==> src/sv/nearest_palette_color_classifier_macros.svh <==
// Assertion macros for the nearest palette color classifier.
// Used by the top level; no other dependencies.
`ifndef NEAREST_PALETTE_COLOR_CLASSIFIER_MACROS_SVH
`define NEAREST_PALETTE_COLOR_CLASSIFIER_MACROS_SVH
`ifndef SYNTHESIS
// Same-cycle implication.
`define NPCC_ASSERT_IMPLIES(label, clk, rst, cond, prop) \
  label: assert property (@(posedge clk) disable iff (rst) (cond) |-> (prop)) \
    else $error("assertion failed");
// Next-cycle implication.
`define NPCC_ASSERT_NEXT(label, clk, rst, cond, prop) \
  label: assert property (@(posedge clk) disable iff (rst) (cond) |=> (prop)) \
    else $error("assertion failed");
`else
`define NPCC_ASSERT_IMPLIES(label, clk, rst, cond, prop)
`define NPCC_ASSERT_NEXT(label, clk, rst, cond, prop)
`endif
`endif

==> src/sv/npcc_pkg.sv <==
// Shared types, constants and functions of the nearest palette color classifier.
// No dependencies; used by every module of the block.
`default_nettype none

package npcc_pkg;

  // Palette geometry.
  localparam int PALETTE_DEPTH = 256;
  localparam int ADDR_W        = $clog2(PALETTE_DEPTH);
  localparam int COUNT_W       = $clog2(PALETTE_DEPTH + 1);
  localparam int DIST_W        = 18;
  localparam int THR_W         = 18;
  localparam int CFG_DATA_W    = 18;
  localparam int CFG_INDEX_W   = 2;

  // Command queue depth between front and back.
  localparam int QUEUE_DEPTH   = 2;
  localparam int QPTR_W        = $clog2(QUEUE_DEPTH);
  localparam int QCNT_W        = $clog2(QUEUE_DEPTH + 1);

  // Number of fixed forest colors checked in fast mode.
  localparam int FOREST_COUNT  = 3;

  // Input op codes.
  localparam logic OP_CLASSIFY = 1'b0;
  localparam logic OP_LOAD     = 1'b1;

  // Mode register codes.
  localparam logic MODE_FULL   = 1'b0;
  localparam logic MODE_FAST   = 1'b1;

  // Configuration register indexes.
  localparam logic [CFG_INDEX_W-1:0] CFG_MODE      = 2'd0;
  localparam logic [CFG_INDEX_W-1:0] CFG_SIZE      = 2'd1;
  localparam logic [CFG_INDEX_W-1:0] CFG_THRESHOLD = 2'd2;

  // Reset values of the configuration registers.
  localparam logic               MODE_RESET      = MODE_FAST;
  localparam logic [COUNT_W-1:0] SIZE_RESET      = 9'd1;
  localparam logic [THR_W-1:0]   THRESHOLD_RESET = 18'd65;

  // Fast mode result ids.
  localparam logic [7:0] FAST_HIT_ID  = 8'd9;
  localparam logic [7:0] FAST_MISS_ID = 8'd0;

  typedef struct packed {
    logic [7:0] alpha;
    logic [7:0] blue;
    logic [7:0] green;
    logic [7:0] red;
  } pixel_t;

  typedef enum logic [1:0] {
    CMD_LOAD,
    CMD_FULL,
    CMD_FAST
  } cmd_kind_t;

  // One queued transaction from the front to the back.
  typedef struct packed {
    cmd_kind_t          kind;
    pixel_t             pixel;
    logic [ADDR_W-1:0]  slot;
    logic [7:0]         entry_id;
    logic [COUNT_W-1:0] count;
  } cmd_t;

  // Status of the command queue.
  typedef struct packed {
    logic empty;
    logic full;
  } queue_status_t;

  typedef enum logic [1:0] {
    B_IDLE,
    B_RUN,
    B_WAIT
  } back_state_t;

  // Fixed forest colors in byte units.
  function automatic pixel_t forest_color(input logic [1:0] k);
    pixel_t c;
    case (k)
      2'd0:    c = '{alpha: 8'd255, blue: 8'd99,  green: 8'd170, red: 8'd104};
      2'd1:    c = '{alpha: 8'd255, blue: 8'd48,  green: 8'd99,  red: 8'd28};
      2'd2:    c = '{alpha: 8'd255, blue: 8'd142, green: 8'd201, red: 8'd181};
      default: c = '{alpha: 8'd255, blue: 8'd142, green: 8'd201, red: 8'd181};
    endcase
    return c;
  endfunction

  // Squared difference of two bytes.
  function automatic logic [15:0] sq_diff(input logic [7:0] a, input logic [7:0] b);
    logic [7:0] d;
    d = (a > b) ? (a - b) : (b - a);
    return 16'(d) * 16'(d);
  endfunction

  // Squared RGBA distance; the largest value is 260100 and fits 18 bits.
  function automatic logic [DIST_W-1:0] sq_dist(input pixel_t a, input pixel_t b);
    return DIST_W'(sq_diff(a.red, b.red)) + DIST_W'(sq_diff(a.green, b.green))
         + DIST_W'(sq_diff(a.blue, b.blue)) + DIST_W'(sq_diff(a.alpha, b.alpha));
  endfunction

endpackage

`default_nettype wire

==> src/sv/npcc_queue.sv <==
// Short command queue between the front end and the back end.
// Depends on npcc_pkg.
`default_nettype none

module npcc_queue (
  input  wire logic                     clk,
  input  wire logic                     rst,
  input  wire logic                     push,
  input  wire npcc_pkg::cmd_t           push_cmd,
  input  wire logic                     pop,
  output npcc_pkg::cmd_t                head,
  output npcc_pkg::queue_status_t       status
);

  npcc_pkg::cmd_t              entries [npcc_pkg::QUEUE_DEPTH];
  logic [npcc_pkg::QPTR_W-1:0] wr_ptr;
  logic [npcc_pkg::QPTR_W-1:0] rd_ptr;
  logic [npcc_pkg::QCNT_W-1:0] fill;

  // Pointer and fill bookkeeping.
  always_ff @(posedge clk) begin
    if (rst) begin
      wr_ptr <= '0;
      rd_ptr <= '0;
      fill   <= '0;
    end else begin
      if (push) begin
        wr_ptr <= (wr_ptr == npcc_pkg::QPTR_W'(npcc_pkg::QUEUE_DEPTH - 1)) ? '0 : wr_ptr + 1'b1;
      end
      if (pop) begin
        rd_ptr <= (rd_ptr == npcc_pkg::QPTR_W'(npcc_pkg::QUEUE_DEPTH - 1)) ? '0 : rd_ptr + 1'b1;
      end
      if (push && !pop) begin
        fill <= fill + 1'b1;
      end else if (pop && !push) begin
        fill <= fill - 1'b1;
      end
    end
  end

  // Entry storage.
  always_ff @(posedge clk) begin
    if (push) begin
      entries[wr_ptr] <= push_cmd;
    end
  end

  assign head         = entries[rd_ptr];
  assign status.empty = (fill == '0);
  assign status.full  = (fill == npcc_pkg::QCNT_W'(npcc_pkg::QUEUE_DEPTH));

endmodule

`default_nettype wire

==> config.mk <==
export PLATFORM = sky130hd
export DESIGN_NAME = npcc_queue
export DESIGN_NICKNAME = d
export VERILOG_FILES = /design/src/sv/nearest_palette_color_classifier_macros.svh /design/src/sv/npcc_pkg.sv /design/src/sv/npcc_queue.sv
export SDC_FILE = /design/constraint.sdc
export NUM_CORES = 1
export LEC_CHECK = 0
export BUFFER_PORTS_ARGS = -buffer_cell sky130_fd_sc_hd__buf_2
export CAP_MARGIN = 15
export CORE_MARGIN = 5
export CORE_UTILIZATION = 50
export DETAILED_ROUTE_END_ITERATION = 8
export HOLD_SLACK_MARGIN = 0.15
export MAX_ROUTING_LAYER = met4
export PLACE_DENSITY = 0.8
export SLEW_MARGIN = 40
export SYNTH_ARGS = -nofsm -noshare
export SYNTH_HDL_FRONTEND = slang
export SYNTH_SLANG_ARGS = --single-unit
==> constraint.sdc <==
create_clock -name clk -period 6.1 [get_ports clk]
set_input_delay 0 -clock clk [delete_from_list [all_inputs] [get_ports clk]]
set_output_delay 0 -clock clk [all_outputs]
set_load 0.005 [all_outputs]
==> flow_summary.json <==
{
  "run_status": "completed",
  "finalSetupTns_ns": 0,
  "endpoint_kind": "output pin",
  "crit_required_ns": 6.10,
  "cts_max_level": 4,
  "p_leak_uw": 0.00250,
  "p_int_uw": 1640,
  "grt_use_total": 0.181,
  "grt_overflow": 0,
  "post_cts_buffers": 0,
  "reg2reg_depth": 2,
  "layout_common_cells": "123 x buf_2, 118 x edfxtp_1, 65 x dlygate4sd3_1, 49 x mux2_2, 16 x clkbuf_16",
  "pwr-share-seq": 0.480,
  "cts_buffers": 17,
  "coreArea_um2": 8760,
  "cts.sinks": 123,
  "clockBufferDepth": 2,
  "crit_arrival_ns": 2.40,
  "p_per_area_nw_per_um2": 326,
  "drtIter0Drc": 98,
  "yosysWarnings": 0,
  "crit_type": "register to output pin",
  "period_share": 0.393,
  "grt_start_max_net_pins": 44,
  "busiest_layer": "met2",
  "worst_pin_slew_ns": 0.683,
  "dieArea_um2": 11000,
  "relSlewSlack": 0.545,
  "vias_per_cell": 4.91,
  "root_buffer": "clkbuf_8",
  "drtPass1Iterations": 4,
  "timing.fmax_mhz": 417,
  "grt_pass1_vias": 2884,
  "grt_first_pass_wirelength_mm": 14.8,
  "synth_cell_types": 17,
  "mostFrequentLayoutCell": "buf_2",
  "critPathMaxFanout": 33,
  "seq_area_frac_synth": 0.808,
  "area_growth_pct": 42.5,
  "met3_usage": 0.0573,
  "ys_ff_latch": 123,
  "antenna_found_initial": 0,
  "yosys.area_share.xor_xnor": 0.00777,
  "muxShareOfSynthArea": 0.156,
  "cts_tree": "yes",
  "power_frac_comb": 0.105,
  "n_antenna_cell": 0,
  "portBuffers": 123,
  "fin_ws_ns": 3.70,
  "synth_compound_area_frac": 0.00222,
  "via_count": 2609,
  "setup_violations": 0,
  "max-cap-violations": 0,
  "holdPathStages": 2,
  "synth-simple-area-share": 0.00971,
  "ios": 124,
  "gp_routability_congestion": 0.701,
  "pwr-share-clk": 0.415,
  "p_sw_frac": 0.216,
  "std_cell_rows": 34,
  "synthesis.nets": 270,
  "switching_power_uw": 453,
  "rsz0062_at_grt": "no",
  "ctsHoldBuffers": 65,
  "syn_area_per_cell_um2": 21.9,
  "clk_pin_slew_ns": 0.05,
  "die_y_um": 105,
  "yosys.area_share.adder": 0.00278,
  "whs_ns": 0.219,
  "synthesis.area_um2": 4510,
  "gr-usage-met1": 0.206,
  "start_kind": "register",
  "wire_per_inst_um": 17.5,
  "finalCriticalPeriod_ns": 2.40,
  "drive_gt1_frac": 0.515,
  "clk_latency_ns": 0.50,
  "place_hpwl_mm": 5.46,
  "hold_violations": 0,
  "drt_wl_total_mm": 9.30,
  "cts_resized": 0,
  "drc": 0,
  "initial_core_util": 0.514,
  "ir_worst_vdd_mv": 0.208,
  "ant_nets": 0,
  "grtUsageMet2": 0.299,
  "holdCritPathClass": "primary input to register",
  "pre_cts_slack_ns": 4.23,
  "die_width_um": 105,
  "nets": 474,
  "synthCells": 206,
  "skew_ns": 0.00683,
  "synth_top_family_by_area": "multiplexers",
  "slew_viol_final": 0
}
==> cell type report <==
class	count	area, um^2
clock buffers	18	418
clock inverters	14	106
fillers	534	2340
inverters	1	3.75
multi-input cells	75	812
flip-flops and latches	123	3640
well taps	108	135
repair buffers	192	1300
==> per-layer routing <==
layer,part of all wire,vias to the layer above
met4,0.016,0
met5,0,-
met1,0.40,1273
li1,-,1223
met2,0.53,100
met3,0.056,13
==> kinds of logic after synthesis <==
family / count (synthesis)
fa+ha+maj: 1
compound gates: 2
mux: 59
simple gates: 9
xor+xnor: 4
buf+inv: 8
flops: 123
==> per-stage QoR <==
stage	instance area [um^2]	power, uW	std cells	utilization
6_report	6420	2100	531	0.733
5_1_grt	6420	2190	531	0.733
4_1_cts	6420	2120	531	0.733
3_5_place_dp	5250	1210	434	0.599
3_3_place_gp	5230	1200	433	0.597
2_1_floorplan	4510	1120	206	-
==> path summary, 6_finish.rpt <==
check               from  slack (ns)             end
max             register        3.70        head[14]
min          push_cmd[6]        0.22   entries[0][6]
max reg2reg       wr_ptr        4.30  entries[1][40]
min reg2reg       rd_ptr        0.52          rd_ptr
==> synth_stat cells (all sizes together) <==
master,instances,area share
or3,1,0.0014
xor2,2,0.0039
and2,1,0.0014
buf,7,0.013
nor2,5,0.0042
edfxtp,118,0.79
dfxtp,5,0.022
o21ai,1,0.0011
inv,1,0.00083
nor2b,2,0.0028
xnor2,2,0.0039
ha,1,0.0028
a21oi,1,0.0011
mux2,59,0.16
==> flip-flops by register name, summed over array words and instances, names as in the netlist, named ones only <==
signal	count
entries	118
fill	2
rd_ptr	1
wr_ptr	1
==> worst max-delay path: stages, from the launching register on <==
cell	delay, ns
dfxtp_2	0.77
buf_4	0.54
mux2_2	0.42
buf_2	0.14
==> power by group through the flow <==
stage / Clock [uW] / Sequential, uW / Combinational (uW)
CTS: 888 / 1010 / 221
floorplan: 0 / 1010 / 107
global placement: 0 / 1020 / 180
detailed placement: 0 / 1020 / 186
finish: 870 / 1010 / 221
global route: 935 / 1010 / 239
Power figures use the tool's default switching activity.
