--- src/sv/nearest_palette_color_classifier_macros.svh ---
// Assertion macros for the nearest palette color classifier.
// Used by the top level; no other dependencies.
`ifndef NEAREST_PALETTE_COLOR_CLASSIFIER_MACROS_SVH
`define NEAREST_PALETTE_COLOR_CLASSIFIER_MACROS_SVH
`ifndef SYNTHESIS
// Same-cycle implication.
`define NPCC_ASSERT_IMPLIES(label, clk, rst, cond, prop) \
  label: assert property (@(posedge clk) disable iff (rst) (cond) |-> (prop)) \
    else $error("assertion failed");
// Next-cycle implication.
`define NPCC_ASSERT_NEXT(label, clk, rst, cond, prop) \
  label: assert property (@(posedge clk) disable iff (rst) (cond) |=> (prop)) \
    else $error("assertion failed");
`else
`define NPCC_ASSERT_IMPLIES(label, clk, rst, cond, prop)
`define NPCC_ASSERT_NEXT(label, clk, rst, cond, prop)
`endif
`endif

--- src/sv/npcc_pkg.sv ---
// Shared types, constants and functions of the nearest palette color classifier.
// No dependencies; used by every module of the block.
`default_nettype none

package npcc_pkg;

  // Palette geometry.
  localparam int PALETTE_DEPTH = 256;
  localparam int ADDR_W        = $clog2(PALETTE_DEPTH);
  localparam int COUNT_W       = $clog2(PALETTE_DEPTH + 1);
  localparam int DIST_W        = 18;
  localparam int THR_W         = 18;
  localparam int CFG_DATA_W    = 18;
  localparam int CFG_INDEX_W   = 2;

  // Command queue depth between front and back.
  localparam int QUEUE_DEPTH   = 2;
  localparam int QPTR_W        = $clog2(QUEUE_DEPTH);
  localparam int QCNT_W        = $clog2(QUEUE_DEPTH + 1);

  // Number of fixed forest colors checked in fast mode.
  localparam int FOREST_COUNT  = 3;

  // Input op codes.
  localparam logic OP_CLASSIFY = 1'b0;
  localparam logic OP_LOAD     = 1'b1;

  // Mode register codes.
  localparam logic MODE_FULL   = 1'b0;
  localparam logic MODE_FAST   = 1'b1;

  // Configuration register indexes.
  localparam logic [CFG_INDEX_W-1:0] CFG_MODE      = 2'd0;
  localparam logic [CFG_INDEX_W-1:0] CFG_SIZE      = 2'd1;
  localparam logic [CFG_INDEX_W-1:0] CFG_THRESHOLD = 2'd2;

  // Reset values of the configuration registers.
  localparam logic               MODE_RESET      = MODE_FAST;
  localparam logic [COUNT_W-1:0] SIZE_RESET      = 9'd1;
  localparam logic [THR_W-1:0]   THRESHOLD_RESET = 18'd65;

  // Fast mode result ids.
  localparam logic [7:0] FAST_HIT_ID  = 8'd9;
  localparam logic [7:0] FAST_MISS_ID = 8'd0;

  typedef struct packed {
    logic [7:0] alpha;
    logic [7:0] blue;
    logic [7:0] green;
    logic [7:0] red;
  } pixel_t;

  typedef enum logic [1:0] {
    CMD_LOAD,
    CMD_FULL,
    CMD_FAST
  } cmd_kind_t;

  // One queued transaction from the front to the back.
  typedef struct packed {
    cmd_kind_t          kind;
    pixel_t             pixel;
    logic [ADDR_W-1:0]  slot;
    logic [7:0]         entry_id;
    logic [COUNT_W-1:0] count;
  } cmd_t;

  // Status of the command queue.
  typedef struct packed {
    logic empty;
    logic full;
  } queue_status_t;

  typedef enum logic [1:0] {
    B_IDLE,
    B_RUN,
    B_WAIT
  } back_state_t;

  // Fixed forest colors in byte units.
  function automatic pixel_t forest_color(input logic [1:0] k);
    pixel_t c;
    case (k)
      2'd0:    c = '{alpha: 8'd255, blue: 8'd99,  green: 8'd170, red: 8'd104};
      2'd1:    c = '{alpha: 8'd255, blue: 8'd48,  green: 8'd99,  red: 8'd28};
      2'd2:    c = '{alpha: 8'd255, blue: 8'd142, green: 8'd201, red: 8'd181};
      default: c = '{alpha: 8'd255, blue: 8'd142, green: 8'd201, red: 8'd181};
    endcase
    return c;
  endfunction

  // Squared difference of two bytes.
  function automatic logic [15:0] sq_diff(input logic [7:0] a, input logic [7:0] b);
    logic [7:0] d;
    d = (a > b) ? (a - b) : (b - a);
    return 16'(d) * 16'(d);
  endfunction

  // Squared RGBA distance; the largest value is 260100 and fits 18 bits.
  function automatic logic [DIST_W-1:0] sq_dist(input pixel_t a, input pixel_t b);
    return DIST_W'(sq_diff(a.red, b.red)) + DIST_W'(sq_diff(a.green, b.green))
         + DIST_W'(sq_diff(a.blue, b.blue)) + DIST_W'(sq_diff(a.alpha, b.alpha));
  endfunction

endpackage

`default_nettype wire

--- src/sv/npcc_front.sv ---
// Front end: configuration registers, transaction acceptance and decoding.
// Depends on npcc_pkg; feeds npcc_queue.
`default_nettype none

module npcc_front (
  input  wire logic                                  clk,
  input  wire logic                                  rst,
  input  wire logic                                  start,
  input  wire logic                                  op,
  input  wire logic [7:0]                            red,
  input  wire logic [7:0]                            green,
  input  wire logic [7:0]                            blue,
  input  wire logic [7:0]                            alpha,
  input  wire logic [7:0]                            slot,
  input  wire logic [7:0]                            entry_id,
  input  wire logic                                  cfg_write,
  input  wire logic [npcc_pkg::CFG_INDEX_W-1:0]      cfg_index,
  input  wire logic [npcc_pkg::CFG_DATA_W-1:0]       cfg_data,
  input  wire npcc_pkg::queue_status_t               q_status,
  output logic                                       push,
  output npcc_pkg::cmd_t                             push_cmd,
  output logic [npcc_pkg::THR_W-1:0]                 threshold
);

  logic                         mode;
  logic [npcc_pkg::COUNT_W-1:0] palette_size;
  logic [npcc_pkg::COUNT_W-1:0] eff_count;

  // Configuration register writes.
  always_ff @(posedge clk) begin
    if (rst) begin
      mode         <= npcc_pkg::MODE_RESET;
      palette_size <= npcc_pkg::SIZE_RESET;
      threshold    <= npcc_pkg::THRESHOLD_RESET;
    end else if (cfg_write) begin
      unique case (cfg_index)
        npcc_pkg::CFG_MODE:      mode         <= cfg_data[0];
        npcc_pkg::CFG_SIZE:      palette_size <= cfg_data[npcc_pkg::COUNT_W-1:0];
        npcc_pkg::CFG_THRESHOLD: threshold    <= cfg_data[npcc_pkg::THR_W-1:0];
        default: begin
        end
      endcase
    end
  end

  // A size of zero searches slot 0 alone; sizes past the depth saturate at the depth.
  always_comb begin
    if (palette_size == '0) begin
      eff_count = npcc_pkg::COUNT_W'(1);
    end else if (palette_size > npcc_pkg::COUNT_W'(npcc_pkg::PALETTE_DEPTH)) begin
      eff_count = npcc_pkg::COUNT_W'(npcc_pkg::PALETTE_DEPTH);
    end else begin
      eff_count = palette_size;
    end
  end

  // Accept a transaction whenever the queue has room, and decode its kind.
  always_comb begin
    push                 = start && !q_status.full;
    push_cmd.pixel       = '{alpha: alpha, blue: blue, green: green, red: red};
    push_cmd.slot        = slot[npcc_pkg::ADDR_W-1:0];
    push_cmd.entry_id    = entry_id;
    push_cmd.count       = eff_count;
    if (op == npcc_pkg::OP_LOAD) begin
      push_cmd.kind = npcc_pkg::CMD_LOAD;
    end else if (mode == npcc_pkg::MODE_FAST) begin
      push_cmd.kind = npcc_pkg::CMD_FAST;
    end else begin
      push_cmd.kind = npcc_pkg::CMD_FULL;
    end
  end

endmodule

`default_nettype wire

--- config.mk ---
export PLATFORM = sky130hd
export DESIGN_NAME = npcc_front
export DESIGN_NICKNAME = d
export VERILOG_FILES = /design/src/sv/nearest_palette_color_classifier_macros.svh /design/src/sv/npcc_pkg.sv /design/src/sv/npcc_front.sv
export SDC_FILE = /design/constraint.sdc
export NUM_CORES = 1
export LEC_CHECK = 0
export ABC_AREA = 1
export BUFFER_PORTS_ARGS = -buffer_cell sky130_fd_sc_hd__clkbuf_2
export CAP_MARGIN = 20
export CORE_MARGIN = 5
export CORE_UTILIZATION = 38
export DETAILED_ROUTE_END_ITERATION = 6
export PLACE_DENSITY = 0.95
export SYNTH_ARGS = -nofsm -noshare
export SYNTH_HDL_FRONTEND = slang
export SYNTH_SLANG_ARGS = --single-unit
--- constraint.sdc ---
create_clock -name clk -period 1.3 [get_ports clk]
set_input_delay 0.065 -clock clk [delete_from_list [all_inputs] [get_ports clk]]
set_output_delay 0.065 -clock clk [all_outputs]
set_load 0.03 [all_outputs]
==> impl_metrics.ini, run 1 <==
[setup_path]
cp-startpoint = palette_size[5]
critical_path_arrival_ns = 1.23
r2r-start = mode
start_kind = flop
worstSetupEndpointType = primary output
crit_required_ns = 1.24
path_class = reg2out
worst-path-max-fanout = 6

[logic_synthesis]
syn_nets = 279
ys_ff_latch = 28
avgSynthCellArea_um2 = 7.37
syn_area_um2 = 1500
yosys_warnings = 0
synth_cell_types = 18
yosysSeqAreaShare_pct = 37.3
synth_cells = 204

[sta]
setup_tns_ns = 0
fin_ws_ns = 0.00125
maxSlewHeadroom_pct = 78.3
post-route-period-util_pct = 99.9
worstMarginPinSlew_ns = 0.325
slew_viol_final = 0
period_minus_slack_ns = 1.30
timing.fmax_mhz = 770
grt_setup_unrepaired = yes
skew_ns = 0
report.final.setup_viol = 0
hold_viol = 0

[drt]
wirelength_um = 3020
drtIter0Drc = 25
vias = 1181
antenna_left = 0
post-route-drc-count = 0
dr.pass1.iters = 6
wl_per_cell_um = 11.8
routed_via_density = 4.60

[cts]
cts_buffer_depth = 2
cts.sink_count = 28
cts_root_buf = clkbuf_8
cts_tree = yes
cts_buffers = 3
clock_latency_ns = 0.26
clkTransAtPathRegs_ns = 0.09
htree_levels = 1

[hold_path]
hp-start = cfg_data[6]
hp-class = in2reg

[die]
io_pins = 153
die_w_um = 72.9
die_h_um = 72.9
initial_utilization_pct = 40.2
rows = 22
core_um2 = 3740
dieArea_um2 = 5320

[power_and_ir_drop]
vdd_drop_max_uv = 587
powerDensity_nw_per_um2 = 1110
p_leak_uw = 0.000760

[run]
cap_viol_max_count = 0

[place]
dp_hpwl_um = 2440
place_congestion = 0.784
placedInstanceArea_um2 = 1450
port_buffers = 55
dp_slack_ns = 0.161

[grt]
overflow = 0
grt_max_degree = 28
antenna_found_initial = 0
grt_use_total_pct = 12.0
grt_pass1_wl_um = 5150
grt_pass1_vias = 1145

[run_status]
status = finished, final reports clean

[layout]
layout_common_cells = nor2_1 (57), clkbuf_2 (48), dfxtp_1 (22), o21ai_0 (18), inv_1 (15)
finish.instance_area_um2 = 1560
drive_above_1_share_pct = 38.8
syn_to_final_growth_pct = 3.66
nNetsFinal = 286
num_antenna_cells = 0
layout_commonest_cell = nor2_1
final timing paths:
check	to	slack, ns	depth (start not counted)
max	push_cmd[2]	0.001	6
min	threshold[6]	0.03	3
max reg2reg	mode	0.59	2
min reg2reg	threshold[0]	0.48	2
cells in the mapped netlist, drive strengths merged:
library cell | number | area (um^2)
inv | 16 | 60.1
nor2 | 64 | 240
dfxtp | 28 | 561
o211ai | 2 | 20.0
nand3 | 4 | 25.0
a21oi | 1 | 5.00
buf | 54 | 415
clkbuf | 1 | 3.75
nand2 | 9 | 33.8
o21ai | 25 | 140
metal layers:
layer  part of all wire, %  wire, um  track usage (%)
met4                   3.8       114             6.97
met2                    47      1430             19.8
met1                    39      1170             13.3
met3                    10       305             4.13
met5                     0         0                0
flip-flops by register name, indices dropped and copies added (netlist names):
register      count
threshold        18
palette_size      9
mode              1
timing repair:
item | 4_1_cts | 5_1_grt
gates resized for setup | 11 | 23
endpoints found under the hold margin | 0 | 0
setup buffers | 0 | 0
pin swaps | 1 | 6
hold buffers | 0 | 0
endpoints found under the setup margin | 7 | 7
gates cloned | 0 | 0
cell families after synthesis:
| logic type | share of synthesized area [%] |
|---|---|
| DFF | 37.3 |
| buffers and inverters | 31.9 |
| AOI/OAI and AO/OA | 11.0 |
| and+or+nand+nor | 19.9 |
critical path, cell delays in order, from the launching register on:
cell     delay [ns]
dfxtp_2        0.34
nor2_2         0.11
nand2_2        0.07
nor2_4         0.13
nor2_4         0.06
nor2_1         0.09
buf_4          0.17
cell type report:
type / instances / area (um^2)
repair buffers: 57 / 335
flip-flops and latches: 28 / 568
multi-input cells: 105 / 494
well taps: 48 / 60.1
fillers: 415 / 2180
inverters: 16 / 60.1
clock buffers: 3 / 41.3
through the flow:
step	util (%)	hold slack [ns]	power, uW	std cells
2_1_floorplan	-	0.165	1450	204
3_3_place_gp	38.7	0.130	1280	254
3_5_place_dp	38.7	0.130	1290	254
4_1_cts	40.4	0.0164	1750	257
5_1_grt	41.6	0.0323	1840	257
6_report	41.6	0.0268	1740	257
report_power, final:
| group | switching [uW] | leakage [uW] | internal, uW |
|---|---|---|---|
| clock network | 238 | 0.0000216 | 207 |
| registers | 27.5 | 0.000231 | 904 |
| logic | 232 | 0.000507 | 130 |
| total | 497 | 0.000760 | 1240 |
Note: power is estimated with default switching activity, not from simulation.
==> run 2: changes to the inputs <==
CORE_UTILIZATION = 35   (was 38)
PLACE_DENSITY = 0.9   (was 0.95)
clock period = 1.4 ns   (was 1.3 ns; I/O delays follow)
==> run 2 against run 1 <==
Worst hold slack got worse by 0.012 ns; final area decreased by 2.4%; highest routed layer unchanged; critical endpoint is now push_cmd[7]; sequential cell count unchanged; clock skew unchanged.
==> impl_metrics.ini, run 2 (synthesis results as in run 1) <==
[power_and_ir_drop]
p_int_uw = 1140
swShare_pct = 28.9
p_leak_uw = 0.000747
p_switching_uw = 463
p_comb_share_pct = 20.1
clkPwrFrac_pct = 26.2
p_seq_share_pct = 53.6
powerDensity_nw_per_um2 = 1060
p_total_uw = 1610
vdd_drop_max_uv = 320

[grt]
grt_pass1_wl_um = 4610
grt_max_degree = 28
antenna_found_initial = 0
overflow = 0
grt_use_total_pct = 10.4
grt_pass1_vias = 1024

[die]
rows = 23
initial_utilization_pct = 36.8
dieArea_um2 = 5710
die_h_um = 75.6
die_w_um = 75.6
io_pins = 153
core_um2 = 4090

[layout]
reg_top3 = threshold x18, palette_size x9, mode x1
layout_commonest_cell = nor2_1
fin_cells = 260
nNetsFinal = 287
num_antenna_cells = 0
largest_register_ffs = 18
finish.instance_area_um2 = 1520
layout_common_cells = nor2_1 (62), clkbuf_2 (48), dfxtp_1 (26), o21ai_0 (18), inv_1 (15)
syn_to_final_growth_pct = 1.16
regMostFlops = threshold
drive_above_1_share_pct = 33.8

[drt]
post-route-drc-count = 0
wirelength_um = 3000
wl_per_cell_um = 11.5
vias = 1164
antenna_left = 0
drtIter0Drc = 41
routed_via_density = 4.48
dr.pass1.iters = 4

[sta]
fin_ws_ns = 0.0644
period_minus_slack_ns = 1.34
maxSlewHeadroom_pct = 76.9
slew_viol_final = 0
skew_ns = 0
post-route-period-util_pct = 95.4
timing.fmax_mhz = 749
report.final.setup_viol = 0
hold_viol = 0
worstMarginPinSlew_ns = 0.345

[setup_path]
worst-path-max-fanout = 6
reg2reg_slack_ns = 0.73
path_class = reg2out
crit_required_ns = 1.33
start_kind = flop
worstSetupEndpointType = primary output
critical_path_arrival_ns = 1.27

[cts]
cts_root_buf = clkbuf_8
clock_latency_ns = 0.26
htree_levels = 1
cts_buffers = 3
clkTransAtPathRegs_ns = 0.09
cts_buffer_depth = 2
cts.sink_count = 28
cts_tree = yes

[hold_path]
hp-class = in2reg

[place]
dp.cells = 256
place_congestion = 0.746
placedInstanceArea_um2 = 1440
port_buffers = 55
dp_slack_ns = 0.278
dp_hpwl_um = 2350

[run_status]
status = finished, final reports clean

[run]
cap_viol_max_count = 0
==> run 2: cell types whose count changed in the layout (fill, tap and decap cells not counted) <==
cell           delta
nor2_1            +5
nor2_2            -5
buf_4             +4
buf_6             -4
dfxtp_1           +4
dfxtp_2           -4
buf_12            -1
buf_2             +1
dlygate4sd3_1     +1
nand2_1           +1
nand2_2           -1
==> run 2: metrics by stage <==
| step | utilization, % | setup TNS (ns) | hold slack [ns] |
|---|---|---|---|
| floorplan | - | 0 | 0.170 |
| global placement | 35.2 | 0 | 0.140 |
| detailed placement | 35.2 | 0 | 0.140 |
| CTS | 36.6 | 0 | 0.00359 |
| global route | 37.2 | -0.0225 | 0.0198 |
| finish | 37.2 | 0 | 0.0143 |
==> run 2: final timing paths <==
kind | from | to | cells after the start
max reg2reg | mode | mode | 2
max | palette_size[0] | push_cmd[7] | 6
min | cfg_data[6] | threshold[6] | 3
min reg2reg | threshold[0] | threshold[0] | 2
==> run 2: routing by layer <==
layer	global-route usage (%)	wire length (um)
met5	0	0
met4	5.05	51
met3	2.64	276
met2	19.4	1550
met1	10.6	1130
==> run 2: area by class of cell <==
type	instances	area, um^2
Clock buffer	3	41.3
Fill cell	445	2560
Inverter	16	60.1
Multi-Input combinational cell	105	479
Sequential cell	28	563
Tap cell	50	62.6
Timing Repair Buffer	58	315
==> run 2: power groups by stage <==
stage / clock (uW) / combinational (uW) / sequential [uW]
3_3_place_gp: 0 / 308 / 878
5_1_grt: 478 / 356 / 868
3_5_place_dp: 0 / 313 / 881
2_1_floorplan: 0 / 417 / 930
4_1_cts: 453 / 318 / 862
6_report: 421 / 323 / 862
==> run 2: worst max-delay path, stage by stage, from the launching register on <==
cell and delay [ns]:
dfxtp_1 0.33, nor2_1 0.10, nand2_1 0.10, nor2_4 0.15, nor2_4 0.06, nor2_1 0.09
buf_4 0.17
==> run 2: timing repair <==
| item | 4_1_cts | 5_1_grt |
|---|---|---|
| buffers inserted | 0 | 0 |
| gates resized for setup | 3 | 20 |
| pin swaps | 0 | 1 |
| hold buffers | 1 | 0 |
| endpoints found under the setup margin | 6 | 7 |
| endpoints found under the hold margin | 1 | 0 |
==> run 3: changes to the inputs <==
PLACE_DENSITY = 0.76   (was 0.9)
==> run 3 against run 2 <==
Clock-buffer cell count unchanged; final cell count down 0.38%; critical path depth unchanged; critical path type unchanged; worst setup slack better by 0.0084 ns; global-route usage up 0.59 points; combinational power about the same; first-iteration DRC count up 63%; via count down 2.0%.
==> impl_metrics.ini, run 3 (synthesis results as in run 1) <==
[cts]
cts_tree = yes
ctsHoldBuffers = 0
cts_buffer_depth = 2
htree_levels = 1
cts_buffers = 3
cts_root_buf = clkbuf_8
clock_latency_ns = 0.26
clkTransAtPathRegs_ns = 0.09
cts.sink_count = 28

[sta]
hold_viol = 0
worstMarginPinSlew_ns = 0.324
slew_viol_final = 0
report.final.setup_viol = 0
setup_tns_ns = 0
timing.fmax_mhz = 754
maxSlewHeadroom_pct = 78.3
post-route-period-util_pct = 94.8
skew_ns = 0
period_minus_slack_ns = 1.33

[setup_path]
crit_required_ns = 1.33
start_kind = flop
path_class = reg2out
worst-path-max-fanout = 6
worstSetupEndpointType = primary output
critical_path_arrival_ns = 1.26

[power_and_ir_drop]
p_switching_uw = 464
p_int_uw = 1140
p_total_uw = 1610
vdd_drop_max_uv = 376
swShare_pct = 28.9
powerDensity_nw_per_um2 = 1060
p_leak_uw = 0.000743
p_seq_share_pct = 53.7
p_comb_share_pct = 20.1
clkPwrFrac_pct = 26.2

[run_status]
status = finished, final reports clean

[grt]
grt_pass1_vias = 1096
grt_pass1_wl_um = 4830
grt_max_degree = 28
overflow = 0
grt_use_total_pct = 11.0
antenna_found_initial = 0

[layout]
num_antenna_cells = 0
nNetsFinal = 286
final_util_pct = 37.1
drive_above_1_share_pct = 34.4
reg_top3 = threshold x18, palette_size x9, mode x1
finish.instance_area_um2 = 1520
layout_commonest_cell = nor2_1
largest_register_ffs = 18
regMostFlops = threshold
syn_to_final_growth_pct = 0.832
layout_common_cells = nor2_1 (61), clkbuf_2 (48), dfxtp_1 (26), o21ai_0 (18), inv_1 (15)

[die]
io_pins = 153
core_um2 = 4090
initial_utilization_pct = 36.8
rows = 23
die_h_um = 75.6
die_w_um = 75.6
dieArea_um2 = 5710

[drt]
dr.pass1.iters = 3
routed_via_density = 4.41
vias = 1141
post-route-drc-count = 0
antenna_left = 0
wirelength_um = 3060
drtIter0Drc = 67
wl_per_cell_um = 11.8

[place]
dp_hpwl_um = 2330
place_congestion = 0.749
port_buffers = 55
placedInstanceArea_um2 = 1440

[hold_path]
hp-class = in2reg

[run]
cap_viol_max_count = 0
run 3: changes by cell type in the layout (fill, tap and decap cells not counted):
cell / change
dlygate4sd3_1: -1
buf_2: -1
nor2_1: -1
nor2_2: +1
buf_4: +1
run 3: per-stage QoR:
stage	hold slack, ns	setup WS (ns)	std cells
after floorplan	0.170	0.258	204
after global placement	0.140	0.302	256
after detailed placement	0.140	0.274	256
after CTS	0.00273	0.00869	259
after global routing	0.0166	-0.00626	259
final	0.0104	0.0729	259
run 3: final cells by class:
class                           count  area [um^2]
Clock buffer                        3         41.3
Fill cell                         441         2570
Inverter                           16         60.1
Multi-Input combinational cell    105          482
Sequential cell                    28          563
Tap cell                           50         62.6
Timing Repair Buffer               57          308
run 3: routing by layer:
layer  wire length (um)  global-route usage (%)
met1               1260                    12.0
met2               1480                    19.6
met3                246                    2.11
met4                 66                    6.41
met5                  0                       0
run 3: final timing paths:
path                                      start      endpoint  slack (ns)  cells after the start
worst max-delay path            palette_size[0]   push_cmd[4]        0.07                      6
worst min register to register     threshold[0]  threshold[0]        0.48                      2
worst max register to register             mode          mode        0.76                      2
worst min-delay path                        rst          mode        0.01                      3
run 3: critical path, cell delays in order, from the launching register on:
cell and delay (ns):
dfxtp_2 0.34, nor2_2 0.10, nand2_1 0.09, nor2_4 0.15
nor2_4 0.06, nor2_1 0.09, buf_4 0.16
run 3: timing repair:
action                                 4_1_cts  5_1_grt
endpoints found under the hold margin        0        0
buffers inserted                             0        0
pin swaps                                    0        2
setup endpoints to repair                    6        7
gates resized for setup                      7       15
run 3: power groups by stage:
stage	Combinational [uW]	Sequential [uW]	Clock, uW
3_3_place_gp	309	879	0
2_1_floorplan	417	930	0
4_1_cts	319	862	445
3_5_place_dp	313	880	0
5_1_grt	360	869	474
6_report	323	863	421
